<file path="src/rtl/bqf_pkg.sv">
// Shared constants and types for the multichannel biquad filter.
package bqf_pkg;

  localparam int MAX_CHANNELS = 8;
  localparam int CH_W         = (MAX_CHANNELS > 1) ? $clog2(MAX_CHANNELS) : 1;
  localparam int CNT_W        = 4;
  localparam int SAMPLE_W     = 24;
  localparam int COEF_W       = 32;
  localparam int COEF_FRAC    = COEF_W - 4;
  localparam int PROD_W       = SAMPLE_W + COEF_W;
  localparam int ACC_W        = PROD_W + 4;
  localparam int SHIFT_W      = ACC_W - COEF_FRAC;
  localparam int CFG_ADDR_W   = 3;
  localparam int CFG_DATA_W   = COEF_W;
  localparam int TERM_W       = 3;
  localparam int HIST_W       = 4 * SAMPLE_W;

  // Register indexes on the configuration port
  localparam logic [CFG_ADDR_W-1:0] REG_FF0    = 3'd0;
  localparam logic [CFG_ADDR_W-1:0] REG_FF1    = 3'd1;
  localparam logic [CFG_ADDR_W-1:0] REG_FF2    = 3'd2;
  localparam logic [CFG_ADDR_W-1:0] REG_FB1    = 3'd3;
  localparam logic [CFG_ADDR_W-1:0] REG_FB2    = 3'd4;
  localparam logic [CFG_ADDR_W-1:0] REG_ENABLE = 3'd5;
  localparam logic [CFG_ADDR_W-1:0] REG_CHCNT  = 3'd6;

  // Term slots of the shared multiply-accumulate
  localparam logic [TERM_W-1:0] TERM_X0 = 3'd0;
  localparam logic [TERM_W-1:0] TERM_X1 = 3'd1;
  localparam logic [TERM_W-1:0] TERM_X2 = 3'd2;
  localparam logic [TERM_W-1:0] TERM_Y1 = 3'd3;
  localparam logic [TERM_W-1:0] TERM_Y2 = 3'd4;

  // One history entry per channel
  typedef struct packed {
    logic signed [SAMPLE_W-1:0] x1;
    logic signed [SAMPLE_W-1:0] x2;
    logic signed [SAMPLE_W-1:0] y1;
    logic signed [SAMPLE_W-1:0] y2;
  } hist_t;

  // Control from the sequencer to the MAC
  typedef struct packed {
    logic clr;   // load accumulator with the rounding offset
    logic mul;   // register a new product
    logic sub;   // product is subtracted
  } mac_ctrl_t;

endpackage

</file>
<file path="src/rtl/bqf_ram.sv">
// Generic single-port-write, single-port-read RAM with registered read.
module bqf_ram #(
  parameter int WIDTH = 8,
  parameter int DEPTH = 8,
  parameter int AW    = (DEPTH > 1) ? $clog2(DEPTH) : 1
) (
  input  logic             clk,
  input  logic             we,
  input  logic [AW-1:0]    waddr,
  input  logic [WIDTH-1:0] wdata,
  input  logic             re,
  input  logic [AW-1:0]    raddr,
  output logic [WIDTH-1:0] rdata
);

  logic [WIDTH-1:0] mem [DEPTH];

  always_ff @(posedge clk) begin
    if (we) begin
      mem[waddr] <= wdata;
    end
    if (re) begin
      rdata <= mem[raddr];
    end
  end

endmodule

</file>
<file path="src/rtl/bqf_mac.sv">
// Shared multiply-accumulate: registered product, then accumulate.
module bqf_mac (
  input  logic                                    clk,
  input  logic                                    rst_n,
  input  bqf_pkg::mac_ctrl_t                      ctrl,
  input  logic signed [bqf_pkg::SAMPLE_W-1:0]     op_a,
  input  logic signed [bqf_pkg::COEF_W-1:0]       op_b,
  output logic signed [bqf_pkg::ACC_W-1:0]        acc
);
  import bqf_pkg::*;

  localparam logic signed [ACC_W-1:0] ROUND_OFS = ACC_W'(1) <<< (COEF_FRAC - 1);

  logic signed [PROD_W-1:0] prod_r;
  logic                     prod_v_r;
  logic                     sub_r;
  logic signed [ACC_W-1:0]  acc_r;
  logic signed [ACC_W-1:0]  prod_ext;

  assign prod_ext = {{(ACC_W - PROD_W){prod_r[PROD_W-1]}}, prod_r};

  always_ff @(posedge clk) begin
    if (!rst_n) begin
      prod_v_r <= 1'b0;
    end else begin
      prod_v_r <= ctrl.mul;
    end
  end

  always_ff @(posedge clk) begin
    if (ctrl.mul) begin
      prod_r <= op_a * op_b;
      sub_r  <= ctrl.sub;
    end
    if (ctrl.clr) begin
      acc_r <= ROUND_OFS;
    end else if (prod_v_r) begin
      acc_r <= sub_r ? (acc_r - prod_ext) : (acc_r + prod_ext);
    end
  end

  assign acc = acc_r;

endmodule

</file>
<file path="src/rtl/multichannel_biquad_filter_core.sv">
// Top level: multichannel direct form I biquad with shared MAC and history RAM.
// Path: a filtered sample goes from the input buffer through the first product,
//   four more products, drain, and shift-saturate into the output register;
//   a passed-through sample goes from the input buffer to the output register.
// Throughput is set by the single MAC (five products) plus the history read
//   and write-back; both paths wait for a free output register before loading it.
// A new sample is buffered while the previous one is still in the MAC.
// Reset (rst_n, synchronous, active low) restores register defaults and marks
//   all history entries invalid (read as zero); a channel count write does too.
module multichannel_biquad_filter_core (
  input  logic                                  clk,
  input  logic                                  rst_n,
  input  logic                                  in_valid,
  output logic                                  in_ready,
  input  logic signed [bqf_pkg::SAMPLE_W-1:0]   in_sample_in,
  output logic                                  out_valid,
  input  logic                                  out_ready,
  output logic signed [bqf_pkg::SAMPLE_W-1:0]   out_sample_out,
  output logic [bqf_pkg::CH_W-1:0]              out_channel,
  output logic                                  out_clipped,
  input  logic                                  cfg_we,
  input  logic [bqf_pkg::CFG_ADDR_W-1:0]        cfg_addr,
  input  logic [bqf_pkg::CFG_DATA_W-1:0]        cfg_data
);
  import bqf_pkg::*;

  typedef enum logic [1:0] {
    ST_IDLE,
    ST_MUL,
    ST_LAST,
    ST_FIN
  } state_t;

  // ---------------------------------------------------------------
  // Configuration registers
  // ---------------------------------------------------------------
  logic signed [COEF_W-1:0] ff0_r, ff1_r, ff2_r, fb1_r, fb2_r;
  logic                     enable_r;
  logic [CNT_W-1:0]         chcnt_r;
  logic                     chcnt_wr;

  assign chcnt_wr = cfg_we && (cfg_addr == REG_CHCNT);

  always_ff @(posedge clk) begin
    if (!rst_n) begin
      ff0_r    <= COEF_W'(1) << COEF_FRAC;
      ff1_r    <= '0;
      ff2_r    <= '0;
      fb1_r    <= '0;
      fb2_r    <= '0;
      enable_r <= 1'b1;
      chcnt_r  <= CNT_W'(1);
    end else if (cfg_we) begin
      case (cfg_addr)
        REG_FF0:    ff0_r    <= cfg_data[COEF_W-1:0];
        REG_FF1:    ff1_r    <= cfg_data[COEF_W-1:0];
        REG_FF2:    ff2_r    <= cfg_data[COEF_W-1:0];
        REG_FB1:    fb1_r    <= cfg_data[COEF_W-1:0];
        REG_FB2:    fb2_r    <= cfg_data[COEF_W-1:0];
        REG_ENABLE: enable_r <= cfg_data[0];
        REG_CHCNT:  chcnt_r  <= cfg_data[CNT_W-1:0];
        default: ;
      endcase
    end
  end

  // ---------------------------------------------------------------
  // Channel rotation: zero count means one, oversize clamps to max
  // ---------------------------------------------------------------
  logic [CNT_W-1:0] n_act;
  logic [CH_W-1:0]  ch_r;
  logic [CH_W-1:0]  ch_sel;
  logic [CNT_W-1:0] ch_inc;
  logic [CH_W-1:0]  ch_nxt;

  always_comb begin
    if (chcnt_r == '0) begin
      n_act = CNT_W'(1);
    end else if (chcnt_r > CNT_W'(MAX_CHANNELS)) begin
      n_act = CNT_W'(MAX_CHANNELS);
    end else begin
      n_act = chcnt_r;
    end
    ch_sel = (CNT_W'(ch_r) >= n_act) ? '0 : ch_r;
    ch_inc = CNT_W'(ch_sel) + CNT_W'(1);
    ch_nxt = (ch_inc >= n_act) ? '0 : ch_inc[CH_W-1:0];
  end

  // ---------------------------------------------------------------
  // Input buffer: frees the port while the MAC is busy
  // ---------------------------------------------------------------
  logic                       inbuf_v_r;
  logic signed [SAMPLE_W-1:0] inbuf_r;

  assign in_ready = !inbuf_v_r;

  // ---------------------------------------------------------------
  // Sequencer
  // ---------------------------------------------------------------
  state_t                     state_r;
  logic [TERM_W-1:0]          k_r;
  logic [CH_W-1:0]            ch_cur_r;
  logic signed [SAMPLE_W-1:0] x0_r;
  logic [MAX_CHANNELS-1:0]    hvalid_r;
  logic                       out_valid_r;
  logic signed [SAMPLE_W-1:0] out_sample_r;
  logic [CH_W-1:0]            out_ch_r;
  logic                       out_clip_r;

  logic out_free;
  logic take;
  logic fin_go;
  logic out_load;

  assign out_free = !out_valid_r || out_ready;
  // pass-through samples go straight to the output register
  assign take     = (state_r == ST_IDLE) && inbuf_v_r && (enable_r || out_free);
  assign fin_go   = (state_r == ST_FIN) && out_free;
  // a new result loads the output register; otherwise a transfer empties it
  assign out_load = fin_go || (take && !enable_r);

  // History RAM: one packed entry per channel
  logic              ram_we;
  logic              ram_re;
  logic [HIST_W-1:0] ram_rdata;
  hist_t             hist;
  hist_t             hist_wb;

  assign ram_re = take && enable_r;
  assign hist   = hvalid_r[ch_cur_r] ? hist_t'(ram_rdata) : '0;

  // Shared MAC
  mac_ctrl_t                  mac_ctrl;
  logic signed [SAMPLE_W-1:0] op_a;
  logic signed [COEF_W-1:0]   op_b;
  logic signed [ACC_W-1:0]    acc;

  always_comb begin
    mac_ctrl.clr = ram_re;
    mac_ctrl.mul = ram_re || (state_r == ST_MUL);
    mac_ctrl.sub = (k_r == TERM_Y1) || (k_r == TERM_Y2);
    case (k_r)
      TERM_X0: begin op_a = inbuf_r; op_b = ff0_r; end
      TERM_X1: begin op_a = hist.x1; op_b = ff1_r; end
      TERM_X2: begin op_a = hist.x2; op_b = ff2_r; end
      TERM_Y1: begin op_a = hist.y1; op_b = fb1_r; end
      TERM_Y2: begin op_a = hist.y2; op_b = fb2_r; end
      default: begin op_a = '0;      op_b = '0;    end
    endcase
  end

  bqf_mac u_mac (
    .clk   (clk),
    .rst_n (rst_n),
    .ctrl  (mac_ctrl),
    .op_a  (op_a),
    .op_b  (op_b),
    .acc   (acc)
  );

  // Round already folded in at clear; floor shift is a bit select
  logic signed [SHIFT_W-1:0]  acc_sh;
  logic [SHIFT_W-SAMPLE_W:0]  acc_top;
  logic                       sat_hi;
  logic                       sat_lo;
  logic signed [SAMPLE_W-1:0] y0;

  always_comb begin
    acc_sh  = acc[ACC_W-1:COEF_FRAC];
    acc_top = acc_sh[SHIFT_W-1:SAMPLE_W-1];
    sat_hi  = !acc_sh[SHIFT_W-1] && (|acc_top);
    sat_lo  = acc_sh[SHIFT_W-1] && !(&acc_top);
    if (sat_hi) begin
      y0 = {1'b0, {(SAMPLE_W-1){1'b1}}};
    end else if (sat_lo) begin
      y0 = {1'b1, {(SAMPLE_W-1){1'b0}}};
    end else begin
      y0 = acc_sh[SAMPLE_W-1:0];
    end
    hist_wb.x1 = x0_r;
    hist_wb.x2 = hist.x1;
    hist_wb.y1 = y0;
    hist_wb.y2 = hist.y1;
  end

  assign ram_we = fin_go;

  bqf_ram #(
    .WIDTH (HIST_W),
    .DEPTH (MAX_CHANNELS)
  ) u_hist_ram (
    .clk   (clk),
    .we    (ram_we),
    .waddr (ch_cur_r),
    .wdata (hist_wb),
    .re    (ram_re),
    .raddr (ch_sel),
    .rdata (ram_rdata)
  );

  always_ff @(posedge clk) begin
    if (!rst_n) begin
      state_r     <= ST_IDLE;
      k_r         <= TERM_X0;
      ch_r        <= '0;
      hvalid_r    <= '0;
      inbuf_v_r   <= 1'b0;
      out_valid_r <= 1'b0;
    end else begin
      // input buffer
      if (in_valid && in_ready) begin
        inbuf_v_r <= 1'b1;
        inbuf_r   <= in_sample_in;
      end else if (take) begin
        inbuf_v_r <= 1'b0;
      end

      if (out_load) begin
        out_valid_r <= 1'b1;
      end else if (out_ready) begin
        out_valid_r <= 1'b0;
      end

      case (state_r)
        ST_IDLE: begin
          if (take) begin
            ch_cur_r <= ch_sel;
            ch_r     <= ch_nxt;
            x0_r     <= inbuf_r;
            if (enable_r) begin
              k_r     <= TERM_X1;
              state_r <= ST_MUL;
            end else begin
              out_sample_r <= inbuf_r;
              out_ch_r     <= ch_sel;
              out_clip_r   <= 1'b0;
            end
          end
        end
        ST_MUL: begin
          if (k_r == TERM_Y2) begin
            state_r <= ST_LAST;
          end else begin
            k_r <= k_r + TERM_W'(1);
          end
        end
        ST_LAST: begin
          state_r <= ST_FIN;
        end
        ST_FIN: begin
          if (fin_go) begin
            out_sample_r          <= y0;
            out_ch_r              <= ch_cur_r;
            out_clip_r            <= sat_hi || sat_lo;
            hvalid_r[ch_cur_r]    <= 1'b1;
            k_r                   <= TERM_X0;
            state_r               <= ST_IDLE;
          end
        end
        default: begin
          state_r <= ST_IDLE;
        end
      endcase

      // channel count write wipes history and the rotation
      if (chcnt_wr) begin
        hvalid_r <= '0;
        ch_r     <= '0;
      end
    end
  end

  assign out_valid      = out_valid_r;
  assign out_sample_out = out_sample_r;
  assign out_channel    = out_ch_r;
  assign out_clipped    = out_clip_r;

  // ---------------------------------------------------------------
  // Checks
  // ---------------------------------------------------------------
  // read and write-back of history never overlap, so no forwarding is needed
  a_ram_no_overlap: assert property (@(posedge clk) disable iff (!rst_n)
    !(ram_we && ram_re))
    else $error("history read and write in the same cycle");

  // history is read only when a sample starts
  a_read_at_start: assert property (@(posedge clk) disable iff (!rst_n)
    ram_re |-> (state_r == ST_IDLE))
    else $error("history read outside sample start");

  // a finished sample always lands in the output register
  a_fin_to_out: assert property (@(posedge clk) disable iff (!rst_n)
    fin_go |=> out_valid_r)
    else $error("finished sample not presented");

  // channel pointer stays inside the active channel count
  a_ch_range: assert property (@(posedge clk) disable iff (!rst_n)
    (CNT_W'(ch_r) < n_act) || $past(cfg_we))
    else $error("channel counter out of range");

  // MAC term counter walks only the history terms while multiplying
  a_term_range: assert property (@(posedge clk) disable iff (!rst_n)
    (state_r == ST_MUL) |-> ((k_r != TERM_X0) && (k_r <= TERM_Y2)))
    else $error("MAC term index out of range");

endmodule
</file>
<file path="config.mk">
export PLATFORM = sky130hd
export DESIGN_NAME = multichannel_biquad_filter_core
export DESIGN_NICKNAME = d
export VERILOG_FILES = /design/src/rtl/bqf_pkg.sv /design/src/rtl/bqf_ram.sv /design/src/rtl/bqf_mac.sv /design/src/rtl/multichannel_biquad_filter_core.sv
export SDC_FILE = /design/constraint.sdc
export NUM_CORES = 2
export LEC_CHECK = 0
export ABC_AREA = 1
export BUFFER_PORTS_ARGS = -buffer_cell sky130_fd_sc_hd__buf_4
export CORE_MARGIN = 5
export CORE_UTILIZATION = 57
export DETAILED_ROUTE_END_ITERATION = 6
export PLACE_DENSITY = 0.78
export SKIP_CTS_REPAIR_TIMING = 1
export SYNTH_ARGS = -nofsm -noshare
export SYNTH_HDL_FRONTEND = slang
export SYNTH_SLANG_ARGS = --single-unit
</file>
<file path="constraint.sdc">
create_clock -name clk -period 15.8 [get_ports clk]
set_clock_uncertainty 0.2 [all_clocks]
set_input_delay 3.16 -clock clk [delete_from_list [all_inputs] [get_ports clk]]
set_output_delay 3.16 -clock clk [all_outputs]
set_load 0.05 [all_outputs]
</file>
==> impl.org <==
** Critical path
- On the worst path, the slowest cell contributes a delay of 0.91 ns.
- Setup Crit Path Kind :: register to register
- The worst register-to-register path has a setup slack of 4.67 ns.
- Critical register-to-register path startpoint :: ch_cur_r[0]
- Count of buffer and inverter cells on the critical path :: 11
- Delay-heaviest family, CP :: adder cells
- Required arrival time at the worst endpoint :: 16.10 ns
- For this design, the slowest cell found on the critical path is sky130_fd_sc_hd__inv_2.
- Max Fanout on Critical Path :: 45
- In this design, the critical path's most frequently occurring cell is sky130_fd_sc_hd__nand2_1.
- The worst setup path is captured at a register.
- Data arrival time of the worst path :: 11.43 ns
- Counting cells, the worst reg-to-reg path comes to 40.
- Startpoint kind of the worst setup timing path :: register
- Endpoint of the worst register-to-register path :: u_mac.prod_r[39]

** Die
- Die Span X :: 392 µm
- Die boundary height :: 392 µm
- IO Pins :: 94
- Row cnt :: 140
- Initial standard-cell utilization of the core :: 57.3%
- Die outline area :: 0.154 mm²
- Area of the placeable core :: 0.145 mm²

** STA
- Summed over all failing endpoints, the final setup total negative slack is 0 ns.
- Final cycle utilization of the critical path :: 70.5%
- Measured against its own limit, the worst slew margin works out to 18.2%.
- The number of hold violations in the final report is 0.
- Subtracting the final worst setup slack from the clock period gives 11.13 ns.
- Count of pins over their slew limit :: 0
- Measured slew at the worst slew-check pin :: 1.23 ns
- Setup ws final :: 4.67 ns
- For this run, the top clock speed supported by timing is 89.8 MHz.
- Setup violations remaining at the end of the flow were counted as 0.
- Setup repair after global routing missed its margin :: no

** GRT
- The number of antenna violations at the first check in global routing came to 9.
- Entering global routing, the biggest net connects 102 pins.
- The via count of the first global-routing pass came to 66112.
- The first global-routing pass estimated 391000 µm of wire.
- The total overflow left after global routing is 0.
- For this run, the total global-route usage over all layers was measured as 33.6%.

** CTS
- Insertion delay of the later-clocked pin in the worst-skew pair :: 0.80 ns
- The H-tree was split into 3 levels.
- Num CTS Buffers :: 120
- The tree is rooted in a sky130_fd_sc_hd__clkbuf_16.
- Clock-pin slew was measured on the worst setup and hold paths at 0.07 ns.
- The clock passes through at most 3 buffers.
- Clock tree synthesis found a total of 1244 sinks.
- Clock tree from TritonCTS :: yes

** Flow run
- The tool flagged a number of max-cap violations equal to 0.

** Route
- ANT nets after route :: 0
- Final routed DRC violation total :: 0
- Vias/cell :: 5.84
- 1st-iter DRT viols :: 7186
- For this block, the routed nets add up to 258000 µm of wire.
- The first TritonRoute pass finished after 6 iterations.
- Via total after detailed routing :: 64695
- Dividing the detail-routed wire length by the instance count gives 23.3 µm.

** Yosys
- Proportion of synthesized chip area in sequential cells :: 41.9%
- Post-synthesis async set-or-reset flop share :: 0%
- Number of different library cells in the post-synthesis netlist :: 48
- Yosys mapped a number of flops with a built-in enable equal to 1000.
- The Yosys step of the flow raised 0 warnings.
- Total nets after synthesis :: 10210
- Cells after Synth :: 9135
- The average instance in the mapped netlist occupies 9.11 µm².
- In this run, synthesis produced a sequential element count of 1244.
- The mapped netlist covers 0.0833 mm².
- Most frequently used flop master after synthesis :: sky130_fd_sc_hd__edfxtp_1

** Place
- At the placement stage, the worst setup path has a slack of 4.82 ns.
- At the end of routability-driven placement, the weighted congestion stood at 1.04.
- The wire-length estimate of the detail-placed layout is 179000 µm.
- In this run the tool buffered the top-level ports with 93 buffer cells.
- Once placement finished, the instance area stood at 0.0854 mm².
- Once placement completed, the tool counted placed cells totaling 10846.

** Cells and area
- Fraction of final layout cells with drive strength greater than 1 :: 4.93%
- After the flow finishes, the layout carries non-filler instances totaling 11071.
- After routing the design area is 0.0893 mm².
- Number of nets in the layout :: 10126
- Layout overhead on the synthesized area :: 7.24%

** Power
- Post-layout power :: 0.0156 W
- Power per cell area :: 175 mW/mm²
- Leak :: 39.3 nW
- Worst vdd ir :: 0.128 mV

** Hold path
- End of the worst hold path :: fb1_r[21]
- Launch point of the worst hold path :: fb1_r[21]
- The worst hold path belongs to the class register to register.
- Hold path depth :: 2

** Outcome
- The flow ran to the end, and the final reports show no timing, DRC or antenna violations.
## state kept, by name, indices dropped and copies added (netlist names), 2 cells and up
register,flops
ff2_r,32
ff1_r,32
inbuf_r,24
k_r,3
ch_r,3
hvalid_r,8
x0_r,24
u_mac.acc,60
out_sample_out,24
fb1_r,32
out_channel,3
u_hist_ram.mem,768
u_mac.prod_r,56
state_r,2
ch_cur_r,3
fb2_r,32
chcnt_r,4
u_hist_ram.rdata,96
ff0_r,32
## per-layer routing
metal | global-route usage, % | routed length, µm | vias to the layer above
met5 | 0 | 28 | -
met1 | 43.6 | 96000 | 31633
met2 | 55.3 | 121000 | 3681
li1 | - | - | 28652
met3 | 5.94 | 25900 | 725
met4 | 16.4 | 14200 | 4
## cell usage in the layout, fill, tap and decap left out, types with 44 or more instances in the layout
master                         n
sky130_fd_sc_hd__dfxtp_1     243
sky130_fd_sc_hd__nor3_1       44
sky130_fd_sc_hd__edfxtp_1   1000
sky130_fd_sc_hd__nor2_1     1365
sky130_fd_sc_hd__o21ai_0     787
sky130_fd_sc_hd__a21oi_1     330
sky130_fd_sc_hd__o21bai_1     53
sky130_fd_sc_hd__buf_4       184
sky130_fd_sc_hd__inv_1      1564
sky130_fd_sc_hd__nand3_1     158
sky130_fd_sc_hd__ha_1        226
sky130_fd_sc_hd__clkbuf_16   120
sky130_fd_sc_hd__nand2_1    1664
sky130_fd_sc_hd__fa_1        784
sky130_fd_sc_hd__xor2_1       86
## power by group
group	switching [W]	total (W)	leakage [nW]	internal, W
logic	0.00587	0.00846	26.2	0.00259
registers	0.000252	0.00429	11.2	0.00404
clock network	0.00131	0.00284	1.90	0.00153
total	0.00743	0.0156	39.3	0.00816
## worst register-to-register path: cells and delay by family, from the launching register on
kind	cells	cell delay (ns)
adder cells (fa/ha/maj)	8	3.94
AND/OR/NAND/NOR	19	3.17
buffers and inverters	11	2.44
flip-flops	1	0.58
XOR/XNOR	1	0.31
AO/OA/AOI/OAI	1	0.24
## metrics by stage
stage | hold slack [ns] | utilization (%)
floorplan | 0.229 | -
global placement | 0.239 | 58.7
detailed placement | 0.246 | 58.7
CTS | 0.255 | 61.4
global route | 0.273 | 61.4
finish | 0.252 | 61.4
## synth_stat cells (26+ instances only)
cell                       instances  share of area [%]
sky130_fd_sc_hd__nor3_1           45               0.27
sky130_fd_sc_hd__clkbuf_1        203               0.92
sky130_fd_sc_hd__a31oi_1          42               0.32
sky130_fd_sc_hd__o22ai_1          33               0.25
sky130_fd_sc_hd__nand4_1          40               0.30
sky130_fd_sc_hd__xnor2_1          42               0.44
sky130_fd_sc_hd__nand3_1         162               0.97
sky130_fd_sc_hd__ha_1            227                3.4
sky130_fd_sc_hd__o21ai_1          27               0.16
sky130_fd_sc_hd__o21ai_0         788                4.7
sky130_fd_sc_hd__a21oi_1         330                2.0
sky130_fd_sc_hd__buf_4            32               0.29
sky130_fd_sc_hd__a221oi_1         32               0.34
sky130_fd_sc_hd__o21bai_1         53               0.48
sky130_fd_sc_hd__buf_2           126               0.76
sky130_fd_sc_hd__edfxtp_1       1000                 36
sky130_fd_sc_hd__inv_1          1570                7.1
sky130_fd_sc_hd__xor2_1           86               0.90
sky130_fd_sc_hd__nor2_1         1369                6.2
sky130_fd_sc_hd__dfxtp_1         244                5.9
sky130_fd_sc_hd__and2_1           26               0.20
sky130_fd_sc_hd__fa_1            784                 19
sky130_fd_sc_hd__nand2_1        1666                7.5
## cells by family (layout without fill, tap and decap cells)
kind of cell | Yosys count | after routing | synth area share, %
compound gates | 1389 | 1389 | 9.09
simple gates | 3364 | 3364 | 15.9
fa+ha+maj | 1011 | 1011 | 22.3
buf+inv | 1999 | 2015 | 9.46
flops | 1244 | 1244 | 41.9
other cells | 0 | 3 | 0
xor+xnor | 128 | 128 | 1.35
## layout make-up
cell class                 count  area, µm²
multi-input combinational   5892      40600
tap                         1917       2400
clock inverter                74        696
fill                       11966      56100
sequential                  1244      34900
clock buffer                 148       3190
inverter                    1606       6050
antenna                        3       7.51
timing repair buffer         187       1440
## worst max-delay path by stage
| stage | startpoint | end | slack (ns) | cells past startpoint |
|---|---|---|---|---|
| finish | ch_cur_r[0] | u_mac.prod_r[39] | 4.67 | 40 |
| CTS | ch_cur_r[0] | u_mac.prod_r[39] | 4.79 | 40 |
| detailed placement | ch_cur_r[0] | u_mac.prod_r[39] | 4.82 | 40 |
| global placement | ch_cur_r[0] | u_mac.prod_r[39] | 4.77 | 40 |
| global route | ch_cur_r[0] | u_mac.prod_r[39] | 4.28 | 40 |
| floorplan | out_ready | u_hist_ram.mem[5][0] | 2.22 | 4 |
Note: power is estimated with default switching activity, not from simulation.
